**config.mk**
```make
export PLATFORM = sky130hd
export DESIGN_NAME = rgb_yuv_scale_rgb_pixel_filter
export DESIGN_NICKNAME = d
export VERILOG_FILES = /design/src/hw/rtl/rys_pkg.sv /design/src/hw/rtl/rys_fwd.sv /design/src/hw/rtl/rys_gain.sv /design/src/hw/rtl/rys_inv.sv /design/src/hw/rtl/rgb_yuv_scale_rgb_pixel_filter.sv
export SDC_FILE = /design/constraint.sdc
export NUM_CORES = 1
export LEC_CHECK = 0
export BUFFER_PORTS_ARGS = -buffer_cell sky130_fd_sc_hd__buf_4
export CORE_UTILIZATION = 59
export CTS_BUF_LIST = sky130_fd_sc_hd__clkbuf_4 sky130_fd_sc_hd__clkbuf_8
export DETAILED_ROUTE_END_ITERATION = 8
export PLACE_DENSITY = 0.76
export SETUP_SLACK_MARGIN = 0.02
export SLEW_MARGIN = 15
export SYNTH_ARGS = -nofsm -noshare
export SYNTH_HDL_FRONTEND = slang
export SYNTH_SLANG_ARGS = --single-unit
```
**constraint.sdc**
```tcl
create_clock -name clk -period 17.3 [get_ports clk]
set_input_delay 0.865 -clock clk [delete_from_list [all_inputs] [get_ports clk]]
set_output_delay 0.865 -clock clk [all_outputs]
set_load 0.02 [all_outputs]
```
**src/hw/rtl/rys_pkg.sv**
```systemverilog
// shared types and constants for the bt.601 rgb/yuv scale pixel filter
// no dependencies; used by every module under hw/rtl
`default_nettype none

package rys_pkg;

  typedef struct packed {
    logic [7:0] blue;
    logic [7:0] green;
    logic [7:0] red;
  } pix_t;

  typedef struct packed {
    logic [7:0] rdiff;
    logic [7:0] bdiff;
    logic [7:0] luma;
  } yuv_t;

  typedef struct packed {
    logic [7:0] red_diff_scale;
    logic [7:0] blue_diff_scale;
    logic [7:0] luma_scale;
  } gain_t;

  // register indexes
  localparam int unsigned CFG_IDX_W = 2;
  localparam logic [CFG_IDX_W-1:0] REG_LUMA_SCALE      = 2'd0;
  localparam logic [CFG_IDX_W-1:0] REG_BLUE_DIFF_SCALE = 2'd1;
  localparam logic [CFG_IDX_W-1:0] REG_RED_DIFF_SCALE  = 2'd2;

  localparam logic [7:0] GAIN_UNITY = 8'd128;

  // forward weights
  localparam int unsigned FWD_W = 17;
  localparam logic signed [FWD_W-1:0] FY_R = 17'sd66;
  localparam logic signed [FWD_W-1:0] FY_G = 17'sd129;
  localparam logic signed [FWD_W-1:0] FY_B = 17'sd25;
  localparam logic signed [FWD_W-1:0] FU_R = -17'sd38;
  localparam logic signed [FWD_W-1:0] FU_G = -17'sd74;
  localparam logic signed [FWD_W-1:0] FU_B = 17'sd112;
  localparam logic signed [FWD_W-1:0] FV_R = 17'sd112;
  localparam logic signed [FWD_W-1:0] FV_G = -17'sd94;
  localparam logic signed [FWD_W-1:0] FV_B = -17'sd18;
  localparam logic signed [FWD_W-1:0] FWD_RND = 17'sd128;
  localparam logic [7:0] Y_OFS = 8'd16;
  localparam logic [7:0] C_OFS = 8'd128;

  // inverse weights
  localparam int unsigned INV_W = 20;
  localparam logic signed [INV_W-1:0] IV_C   = 20'sd298;
  localparam logic signed [INV_W-1:0] IR_E   = 20'sd409;
  localparam logic signed [INV_W-1:0] IG_D   = -20'sd100;
  localparam logic signed [INV_W-1:0] IG_E   = -20'sd208;
  localparam logic signed [INV_W-1:0] IB_D   = 20'sd516;
  localparam logic signed [INV_W-1:0] INV_RND = 20'sd128;

endpackage

`default_nettype wire

```
**src/hw/rtl/rys_fwd.sv**
```systemverilog
// pipeline stage 1: rgb to y'uv with the integer bt.601 forward weights
// depends on rys_pkg
`default_nettype none

module rys_fwd (
  input  wire logic          clk,
  input  wire logic          rst,
  input  wire logic          in_valid,
  output logic               in_ready,
  input  wire rys_pkg::pix_t in_pix,
  input  wire logic          in_last,
  output logic               out_valid,
  input  wire logic          out_ready,
  output rys_pkg::yuv_t      out_yuv,
  output logic               out_last
);

  logic signed [rys_pkg::FWD_W-1:0] r_e, g_e, b_e;
  logic signed [rys_pkg::FWD_W-1:0] y_sum, u_sum, v_sum;
  logic signed [rys_pkg::FWD_W-1:0] y_shr, u_shr, v_shr;
  rys_pkg::yuv_t yuv_next;

  assign in_ready = !out_valid || out_ready;

  always_comb begin
    r_e = $signed({{(rys_pkg::FWD_W-8){1'b0}}, in_pix.red});
    g_e = $signed({{(rys_pkg::FWD_W-8){1'b0}}, in_pix.green});
    b_e = $signed({{(rys_pkg::FWD_W-8){1'b0}}, in_pix.blue});
    y_sum = rys_pkg::FY_R * r_e + rys_pkg::FY_G * g_e + rys_pkg::FY_B * b_e
          + rys_pkg::FWD_RND;
    u_sum = rys_pkg::FU_R * r_e + rys_pkg::FU_G * g_e + rys_pkg::FU_B * b_e
          + rys_pkg::FWD_RND;
    v_sum = rys_pkg::FV_R * r_e + rys_pkg::FV_G * g_e + rys_pkg::FV_B * b_e
          + rys_pkg::FWD_RND;
    y_shr = y_sum >>> 8;
    u_shr = u_sum >>> 8;
    v_shr = v_sum >>> 8;
    yuv_next.luma  = y_shr[7:0] + rys_pkg::Y_OFS;
    yuv_next.bdiff = u_shr[7:0] + rys_pkg::C_OFS;
    yuv_next.rdiff = v_shr[7:0] + rys_pkg::C_OFS;
  end

  always_ff @(posedge clk) begin
    if (rst) begin
      out_valid <= 1'b0;
    end else if (in_ready) begin
      out_valid <= in_valid;
    end
  end

  always_ff @(posedge clk) begin
    if (in_ready && in_valid) begin
      out_yuv  <= yuv_next;
      out_last <= in_last;
    end
  end

endmodule

`default_nettype wire

```
**src/hw/rtl/rys_gain.sv**
```systemverilog
// pipeline stage 2: per-channel gain in 1.7 fixed point, low 8 bits kept
// depends on rys_pkg
`default_nettype none

module rys_gain (
  input  wire logic           clk,
  input  wire logic           rst,
  input  wire rys_pkg::gain_t gain,
  input  wire logic           in_valid,
  output logic                in_ready,
  input  wire rys_pkg::yuv_t  in_yuv,
  input  wire logic           in_last,
  output logic                out_valid,
  input  wire logic           out_ready,
  output rys_pkg::yuv_t       out_yuv,
  output logic                out_last
);

  logic [15:0] y_prod, u_prod, v_prod;
  rys_pkg::yuv_t yuv_next;

  assign in_ready = !out_valid || out_ready;

  always_comb begin
    y_prod = {8'd0, in_yuv.luma}  * {8'd0, gain.luma_scale};
    u_prod = {8'd0, in_yuv.bdiff} * {8'd0, gain.blue_diff_scale};
    v_prod = {8'd0, in_yuv.rdiff} * {8'd0, gain.red_diff_scale};
    yuv_next.luma  = y_prod[14:7];
    yuv_next.bdiff = u_prod[14:7];
    yuv_next.rdiff = v_prod[14:7];
  end

  always_ff @(posedge clk) begin
    if (rst) begin
      out_valid <= 1'b0;
    end else if (in_ready) begin
      out_valid <= in_valid;
    end
  end

  always_ff @(posedge clk) begin
    if (in_ready && in_valid) begin
      out_yuv  <= yuv_next;
      out_last <= in_last;
    end
  end

endmodule

`default_nettype wire

```
**src/hw/rtl/rys_inv.sv**
```systemverilog
// pipeline stage 3: y'uv back to rgb with the integer inverse weights, clamped
// depends on rys_pkg; its register is the output register of the block
`default_nettype none

module rys_inv (
  input  wire logic          clk,
  input  wire logic          rst,
  input  wire logic          in_valid,
  output logic               in_ready,
  input  wire rys_pkg::yuv_t in_yuv,
  input  wire logic          in_last,
  output logic               out_valid,
  input  wire logic          out_ready,
  output rys_pkg::pix_t      out_pix,
  output logic               out_last
);

  logic signed [rys_pkg::INV_W-1:0] c_e, d_e, e_e;
  logic signed [rys_pkg::INV_W-1:0] r_sum, g_sum, b_sum;
  logic signed [rys_pkg::INV_W-1:0] r_shr, g_shr, b_shr;
  rys_pkg::pix_t pix_next;

  function automatic logic [7:0] clamp8(input logic signed [rys_pkg::INV_W-1:0] x);
    logic [7:0] res;
    if (x < 0) begin
      res = 8'd0;
    end else if (x > 255) begin
      res = 8'd255;
    end else begin
      res = x[7:0];
    end
    return res;
  endfunction

  assign in_ready = !out_valid || out_ready;

  always_comb begin
    c_e = $signed({{(rys_pkg::INV_W-8){1'b0}}, in_yuv.luma}) - 20'sd16;
    d_e = $signed({{(rys_pkg::INV_W-8){~in_yuv.bdiff[7]}}, ~in_yuv.bdiff[7],
                   in_yuv.bdiff[6:0]});
    e_e = $signed({{(rys_pkg::INV_W-8){~in_yuv.rdiff[7]}}, ~in_yuv.rdiff[7],
                   in_yuv.rdiff[6:0]});
    r_sum = rys_pkg::IV_C * c_e + rys_pkg::IR_E * e_e + rys_pkg::INV_RND;
    g_sum = rys_pkg::IV_C * c_e + rys_pkg::IG_D * d_e + rys_pkg::IG_E * e_e
          + rys_pkg::INV_RND;
    b_sum = rys_pkg::IV_C * c_e + rys_pkg::IB_D * d_e + rys_pkg::INV_RND;
    r_shr = r_sum >>> 8;
    g_shr = g_sum >>> 8;
    b_shr = b_sum >>> 8;
    pix_next.red   = clamp8(r_shr);
    pix_next.green = clamp8(g_shr);
    pix_next.blue  = clamp8(b_shr);
  end

  always_ff @(posedge clk) begin
    if (rst) begin
      out_valid <= 1'b0;
    end else if (in_ready) begin
      out_valid <= in_valid;
    end
  end

  always_ff @(posedge clk) begin
    if (in_ready && in_valid) begin
      out_pix  <= pix_next;
      out_last <= in_last;
    end
  end

endmodule

`default_nettype wire

```
**src/hw/rtl/rgb_yuv_scale_rgb_pixel_filter.sv**
```systemverilog
// an input transaction reaches output valid through the fwd, gain and inv stage registers
// throughput: one pixel per cycle while m_axis_tready stays high, set by the three-stage register pipeline
// a stall on the output holds every stage that holds a valid pixel; nothing is dropped or repeated
// reset: synchronous, clears all stage valid bits and sets the three gains to 128
// top level of the bt.601 rgb/yuv scale pixel filter
// depends on rys_pkg, rys_fwd, rys_gain, rys_inv
`default_nettype none

module rgb_yuv_scale_rgb_pixel_filter (
  input  wire logic        clk,
  input  wire logic        rst,
  input  wire logic        s_axis_tvalid,
  output logic             s_axis_tready,
  input  wire logic [23:0] s_axis_tdata,   // red_in [7:0], green_in [15:8], blue_in [23:16]
  input  wire logic        s_axis_tlast,
  output logic             m_axis_tvalid,
  input  wire logic        m_axis_tready,
  output logic [23:0]      m_axis_tdata,   // red_out [7:0], green_out [15:8], blue_out [23:16]
  output logic             m_axis_tlast,
  input  wire logic        cfg_valid,
  output logic             cfg_ready,
  input  wire logic [rys_pkg::CFG_IDX_W-1:0] cfg_index,
  input  wire logic [7:0]  cfg_data
);

  rys_pkg::gain_t gain;
  rys_pkg::pix_t  in_pix, out_pix;
  rys_pkg::yuv_t  fwd_yuv, gain_yuv;
  logic fwd_valid, fwd_ready, fwd_last;
  logic gain_valid, gain_ready, gain_last;

  assign cfg_ready = 1'b1;

  always_ff @(posedge clk) begin
    if (rst) begin
      gain.luma_scale      <= rys_pkg::GAIN_UNITY;
      gain.blue_diff_scale <= rys_pkg::GAIN_UNITY;
      gain.red_diff_scale  <= rys_pkg::GAIN_UNITY;
    end else if (cfg_valid && cfg_ready) begin
      unique case (cfg_index)
        rys_pkg::REG_LUMA_SCALE:      gain.luma_scale      <= cfg_data;
        rys_pkg::REG_BLUE_DIFF_SCALE: gain.blue_diff_scale <= cfg_data;
        rys_pkg::REG_RED_DIFF_SCALE:  gain.red_diff_scale  <= cfg_data;
        default: ;
      endcase
    end
  end

  assign in_pix.red   = s_axis_tdata[7:0];
  assign in_pix.green = s_axis_tdata[15:8];
  assign in_pix.blue  = s_axis_tdata[23:16];

  rys_fwd u_fwd (
    .clk       (clk),
    .rst       (rst),
    .in_valid  (s_axis_tvalid),
    .in_ready  (s_axis_tready),
    .in_pix    (in_pix),
    .in_last   (s_axis_tlast),
    .out_valid (fwd_valid),
    .out_ready (fwd_ready),
    .out_yuv   (fwd_yuv),
    .out_last  (fwd_last)
  );

  rys_gain u_gain (
    .clk       (clk),
    .rst       (rst),
    .gain      (gain),
    .in_valid  (fwd_valid),
    .in_ready  (fwd_ready),
    .in_yuv    (fwd_yuv),
    .in_last   (fwd_last),
    .out_valid (gain_valid),
    .out_ready (gain_ready),
    .out_yuv   (gain_yuv),
    .out_last  (gain_last)
  );

  rys_inv u_inv (
    .clk       (clk),
    .rst       (rst),
    .in_valid  (gain_valid),
    .in_ready  (gain_ready),
    .in_yuv    (gain_yuv),
    .in_last   (gain_last),
    .out_valid (m_axis_tvalid),
    .out_ready (m_axis_tready),
    .out_pix   (out_pix),
    .out_last  (m_axis_tlast)
  );

  assign m_axis_tdata = {out_pix.blue, out_pix.green, out_pix.red};

endmodule

`default_nettype wire

```
==> flow_metrics.env, run 1 <==
export IMPL_core_um2=40920
export IMPL_cpPeakStageDelay_ns=0.84
export IMPL_met1_usage=0.2803
export IMPL_dp_cells=3149
export IMPL_max_slew_margin_rel=0.3041
export IMPL_finalHoldViolations=0
export IMPL_required_ns=17.44
export IMPL_n_antenna_cell=0
export IMPL_cts_inserted_buffers=9
export IMPL_drive_gt1_frac=0.04368
export IMPL_fin_cells=3165
export IMPL_clock_latency_ns=0.44
export IMPL_ys_types=71
export IMPL_cp_max_fo=14
export IMPL_crit_path_end_kind="flip-flop"
export IMPL_rr_endpoint="u_inv.out_pix[10]"
export IMPL_yosysTopAreaCell="ha_1"
export IMPL_drt_initial_drc_count=560
export IMPL_dp_hpwl_um=45820
export IMPL_reg2reg_depth=27
export IMPL_synth_seq_cells=102
export IMPL_antenna_found_initial=0
export IMPL_cts_path_max_buffers=2
export IMPL_cpMostUsedCell="ha_1"
export IMPL_start_util=0.5982
export IMPL_yosys_warnings=0
export IMPL_cp_endpoint="u_inv.out_pix[10]"
export IMPL_crit_type="reg2reg"
export IMPL_yosysSeqAreaShare=0.1141
export IMPL_post_route_drc_count=0
export IMPL_track_usage=0.2583
export IMPL_status="complete, no violations"
export IMPL_first_global_vias=18660
export IMPL_viasPerCell=5.478
export IMPL_maxCapViolations=0
export IMPL_r2r_slack_ns=9.39
export IMPL_die_area_um2=42310
export IMPL_fmax_mhz=126.4
export IMPL_postCtsSetupBuffers=0
export IMPL_timing_final_crit_period_ns=7.909
export IMPL_fp_dieW_um=205.7
export IMPL_setup_violations_final=0
export IMPL_drtAntennaViolNets=0
export IMPL_cts_hold_buf=0
export IMPL_io_buffers=66
export IMPL_mostFrequentLayoutCell="ha_1"
export IMPL_drv_slew=0
export IMPL_tritoncts="done"
export IMPL_synth_edff_count=75
export IMPL_clkTransAtPathRegs_ns=0.12
export IMPL_gr_total_overflow=0
export IMPL_use_met3=0.02582
export IMPL_area_growth_pct=5.474
export IMPL_grt_busiest_layer="met2"
export IMPL_cp_slowest_cell="nor3b_2"
export IMPL_cts_sinks=102
export IMPL_num_vias=17338
export IMPL_synthCells=2561
export IMPL_synth_top_area_share=0.3215
export IMPL_layout_common_cells="ha_1, inv_1, fa_1"
export IMPL_rsz0062_at_grt="false"
export IMPL_grt_max_degree=28
export IMPL_synthArstFlopShare=0
export IMPL_grt_pass1_wl_um=86440
export IMPL_arrival_ns=8.05
export IMPL_htree_levels=3
export IMPL_hp_class="reg2reg"
export IMPL_avgSynthCellArea_um2=9.559
export IMPL_num_rows=74
export IMPL_grt_use_met2=0.4904
export IMPL_fin_nets=3557
export IMPL_setup_tns_ns=0
export IMPL_worstReg2RegStart="u_gain.out_yuv[4]"
export IMPL_gp_congestion=0.8862
export IMPL_wirelength_um=51440
export IMPL_die_h_um=205.7
export IMPL_synth_flop_cell="edfxtp_1"
export IMPL_cts_root_buf="clkbuf_8"
export IMPL_worst_slew_pin_slew_ns=1.044
export IMPL_syn_cell_area_um2=24480
export IMPL_cp_startpoint="u_gain.out_yuv[4]"
export IMPL_syn_nets=3490
export IMPL_dr_pass1_iters=7
export IMPL_pin_count=68
export IMPL_wl_per_cell_um=16.25
export IMPL_post_route_period_util=0.4572
export IMPL_startpoint_type="flip-flop"
export IMPL_cts_resized=0
export IMPL_fin_worst_skew_ns=0.02770
export IMPL_ys_top_cells_by_area="ha_1, fa_1, edfxtp_1"
[worst min-delay path by stage]
| stage | depth (start not counted) | to | start |
|---|---|---|---|
| after floorplan | 0 | u_gain.out_last | u_fwd.out_last |
| after global placement | 0 | u_inv.out_last | u_gain.out_last |
| after detailed placement | 0 | u_gain.out_last | u_fwd.out_last |
| after CTS | 0 | u_gain.out_last | u_fwd.out_last |
| after global routing | 0 | u_gain.out_last | u_fwd.out_last |
| final | 0 | u_gain.out_last | u_fwd.out_last |
[state kept, by name, summed over array words and instances (netlist names)]
name / cells
u_fwd.out_yuv: 24
u_gain.out_yuv: 24
u_fwd.out_last: 1
u_gain.out_last: 1
u_inv.out_last: 1
u_inv.out_valid: 1
gain: 24
u_fwd.out_valid: 1
u_gain.out_valid: 1
u_inv.out_pix: 24
[logic make-up after synthesis]
logic type,share of synthesized area
AO/OA/AOI/OAI,0.08714
XOR/XNOR,0.07268
adder cells (fa/ha/maj),0.5341
buffers and inverters,0.08714
flip-flops,0.1141
multiplexers,0.01160
other,0.0001532
AND/OR/NAND/NOR,0.09312
[layout make-up]
class | count | area (um2)
sequential | 102 | 2793
inverter | 554 | 2079
tap | 532 | 665.6
timing repair buffer | 69 | 518.0
multi-input combinational | 1892 | 19580
clock buffer | 10 | 131.4
clock inverter | 6 | 52.55
fill | 3430 | 15100
[worst max-delay path, delay by kind of cell (launching register included)]
kind            cells  cell delay [ns]
simple gates        5             1.34
buf+inv             3             0.29
flops               1             0.42
fa+ha+maj           9             3.30
xor+xnor            2             0.78
compound gates      8             1.46
[through the flow]
| stage | hold WS, ns | setup slack [ns] | area, um2 | utilization |
|---|---|---|---|---|
| 2_1_floorplan | 0.4003 | 10.51 | 24480 | - |
| 3_3_place_gp | 0.4054 | 9.803 | 25640 | 0.6265 |
| 3_5_place_dp | 0.4114 | 9.427 | 25640 | 0.6265 |
| 4_1_cts | 0.4411 | 9.372 | 25820 | 0.6309 |
| 5_1_grt | 0.4537 | 8.887 | 25820 | 0.6309 |
| 6_report | 0.4386 | 9.391 | 25820 | 0.6309 |
[routing by layer]
metal	part of all wire	vias up
li1	-	8499
met1	0.40	8437
met3	0.024	127
met2	0.53	275
met4	0.052	0
met5	0	-
[cells in the mapped netlist, types with 3 or more instances]
library cell / instances
a211o_1: 3
a211oi_1: 7
a21boi_0: 6
a21o_1: 37
a21oi_1: 106
a31o_2: 6
a31oi_1: 11
a41o_1: 3
and2_1: 116
and3_1: 7
and4b_1: 3
clkbuf_1: 9
dfxtp_1: 27
edfxtp_1: 75
fa_1: 260
ha_1: 629
inv_1: 554
mux2_2: 3
mux2i_1: 25
nand2_1: 111
nand2b_1: 14
nand3_1: 14
nand3b_1: 4
nand4_1: 5
nor2_1: 100
nor2b_1: 19
nor3_1: 35
nor3b_1: 4
o211ai_1: 5
o21a_1: 31
o21ai_0: 40
o21bai_1: 42
or2_2: 8
xnor2_1: 145
xor2_1: 51
Power of run 1 is not shown: default switching activity piles up to over one toggle a cycle in this logic, so the estimate is an artifact.
==> inputs of run 2 (changes only) <==
clock period = 8 ns   (was 17.3 ns; I/O delays follow)
==> run 2 against run 1 <==
Compared with the run above:
- flip-flop and latch count did not move
- final cell count rose by 0.13%
- global-route usage barely moved
- critical endpoint is now u_inv.out_pix[20]
- largest cell class unchanged
==> flow_metrics.env, run 2 (synthesis results as in run 1) <==
export IMPL_wirelength_um=50850
export IMPL_cts_inserted_buffers=9
export IMPL_register_area_um2=2793
export IMPL_startpoint_type="flip-flop"
export IMPL_cts_root_buf="clkbuf_8"
export IMPL_cpPeakStageDelay_ns=0.53
export IMPL_wl_per_cell_um=16.04
export IMPL_rsz0062_at_grt="false"
export IMPL_status="complete, no violations"
export IMPL_setup_violations_final=0
export IMPL_num_rows=74
export IMPL_clkTransAtPathRegs_ns=0.12
export IMPL_fin_nets=3561
export IMPL_place_ws_ns=0.6296
export IMPL_cp_endpoint="u_inv.out_pix[20]"
export IMPL_drive_gt1_frac=0.04551
export IMPL_cts_path_max_buffers=2
export IMPL_first_global_vias=18597
export IMPL_viasPerCell=5.442
export IMPL_layout_common_cells="ha_1, inv_1, fa_1"
export IMPL_maxCapViolations=0
export IMPL_io_buffers=66
export IMPL_crit_path_end_kind="flip-flop"
export IMPL_drt_initial_drc_count=688
export IMPL_fin_ws_ns=0.6876
export IMPL_area_growth_pct=5.673
export IMPL_max_slew_margin_rel=0.3411
export IMPL_rr_endpoint="u_inv.out_pix[20]"
export IMPL_start_util=0.5982
export IMPL_post_route_drc_count=0
export IMPL_worstReg2RegStart="u_gain.out_yuv[4]"
export IMPL_worst_slew_pin_slew_ns=0.9884
export IMPL_dr_pass1_iters=5
export IMPL_grt_max_degree=28
export IMPL_cp_slowest_cell="fa_1"
export IMPL_track_usage=0.2580
export IMPL_fin_cells=3169
export IMPL_fin_worst_skew_ns=0.02669
export IMPL_setup_tns_ns=0
export IMPL_cp_startpoint="u_gain.out_yuv[4]"
export IMPL_fp_dieW_um=205.7
export IMPL_cts_sinks=102
export IMPL_htree_levels=3
export IMPL_cp_max_fo=8
export IMPL_fmax_mhz=136.8
export IMPL_post_route_period_util=0.9140
export IMPL_hp_class="in2reg"
export IMPL_finalHoldViolations=0
export IMPL_n_antenna_cell=0
export IMPL_reg2reg_depth=29
export IMPL_num_vias=17247
export IMPL_die_area_um2=42310
export IMPL_drtAntennaViolNets=0
export IMPL_tritoncts="done"
export IMPL_crit_type="reg2reg"
export IMPL_dp_hpwl_um=44940
export IMPL_gp_congestion=0.9149
export IMPL_die_h_um=205.7
export IMPL_timing_final_crit_period_ns=7.312
export IMPL_grt_pass1_wl_um=87060
export IMPL_arrival_ns=7.62
export IMPL_clock_latency_ns=0.44
export IMPL_core_um2=40920
export IMPL_mostFrequentLayoutCell="ha_1"
export IMPL_multi_input_area_um2=19590
export IMPL_dp_cells=3153
export IMPL_antenna_found_initial=0
export IMPL_required_ns=8.31
export IMPL_drv_slew=0
export IMPL_fillCellCount=3347
export IMPL_r2r_slack_ns=0.69
export IMPL_gr_total_overflow=0
export IMPL_cpMostUsedCell="ha_1"
export IMPL_pin_count=68
export IMPL_final_core_util=0.6321
==> run 2: cell count changes in the layout (fill, tap and decap cells not counted), sizes merged <==
cell,delta
clkinvlp,-1
clkinv,+2
inv,-1
buf,+4
==> run 2: metal layers <==
metal | track usage | wire, um | up-vias
li1 | - | - | 8509
met1 | 0.2931 | 20900 | 8360
met2 | 0.4851 | 26450 | 272
met3 | 0.02407 | 1296 | 106
met4 | 0.1148 | 2197 | 0
met5 | 0 | 0 | -
==> run 2: what timing repair did <==
action,4_1_cts,5_1_grt
hold buffers,0,0
gates resized for setup,0,1
setup buffers,0,0
setup endpoints to repair,0,1
==> run 2: worst max-delay path: cells and delay by family (launching register included) <==
kind,cells,cell delay (ns)
DFF,1,0.42
xor gates and xnor gates,3,0.86
adders and majority gates,9,2.97
buffers and inverters,6,0.59
AOI/OAI and AO/OA,11,2.32
==> run 2: cell type report <==
type / instances / share of cell area
multi-input cells: 1892 / 0.7571
inverters: 554 / 0.08038
clock buffers: 10 / 0.005078
well taps: 532 / 0.02573
flip-flops and latches: 102 / 0.1080
clock inverters: 6 / 0.002612
repair buffers: 73 / 0.02118
==> run 2: how the worst min path moves through the flow <==
stage	slack [ns]	to	from	cells after the start
2_1_floorplan	0.40	u_gain.out_last	u_fwd.out_last	0
3_3_place_gp	0.40	u_gain.out_last	u_fwd.out_last	0
3_5_place_dp	0.41	u_gain.out_last	u_fwd.out_last	0
4_1_cts	0.11	u_fwd.out_last	s_axis_tlast	1
5_1_grt	0.11	u_fwd.out_last	s_axis_tlast	1
6_report	0.14	u_fwd.out_last	s_axis_tlast	1
==> run 2: metrics by stage <==
stage / instance area (um2) / hold slack (ns)
after global placement: 25670 / 0.4018
after floorplan: 24480 / 0.4003
final: 25870 / 0.1354
after CTS: 25870 / 0.1074
after global routing: 25870 / 0.1088
after detailed placement: 25670 / 0.4061
Power of run 2 is left out for the same reason.
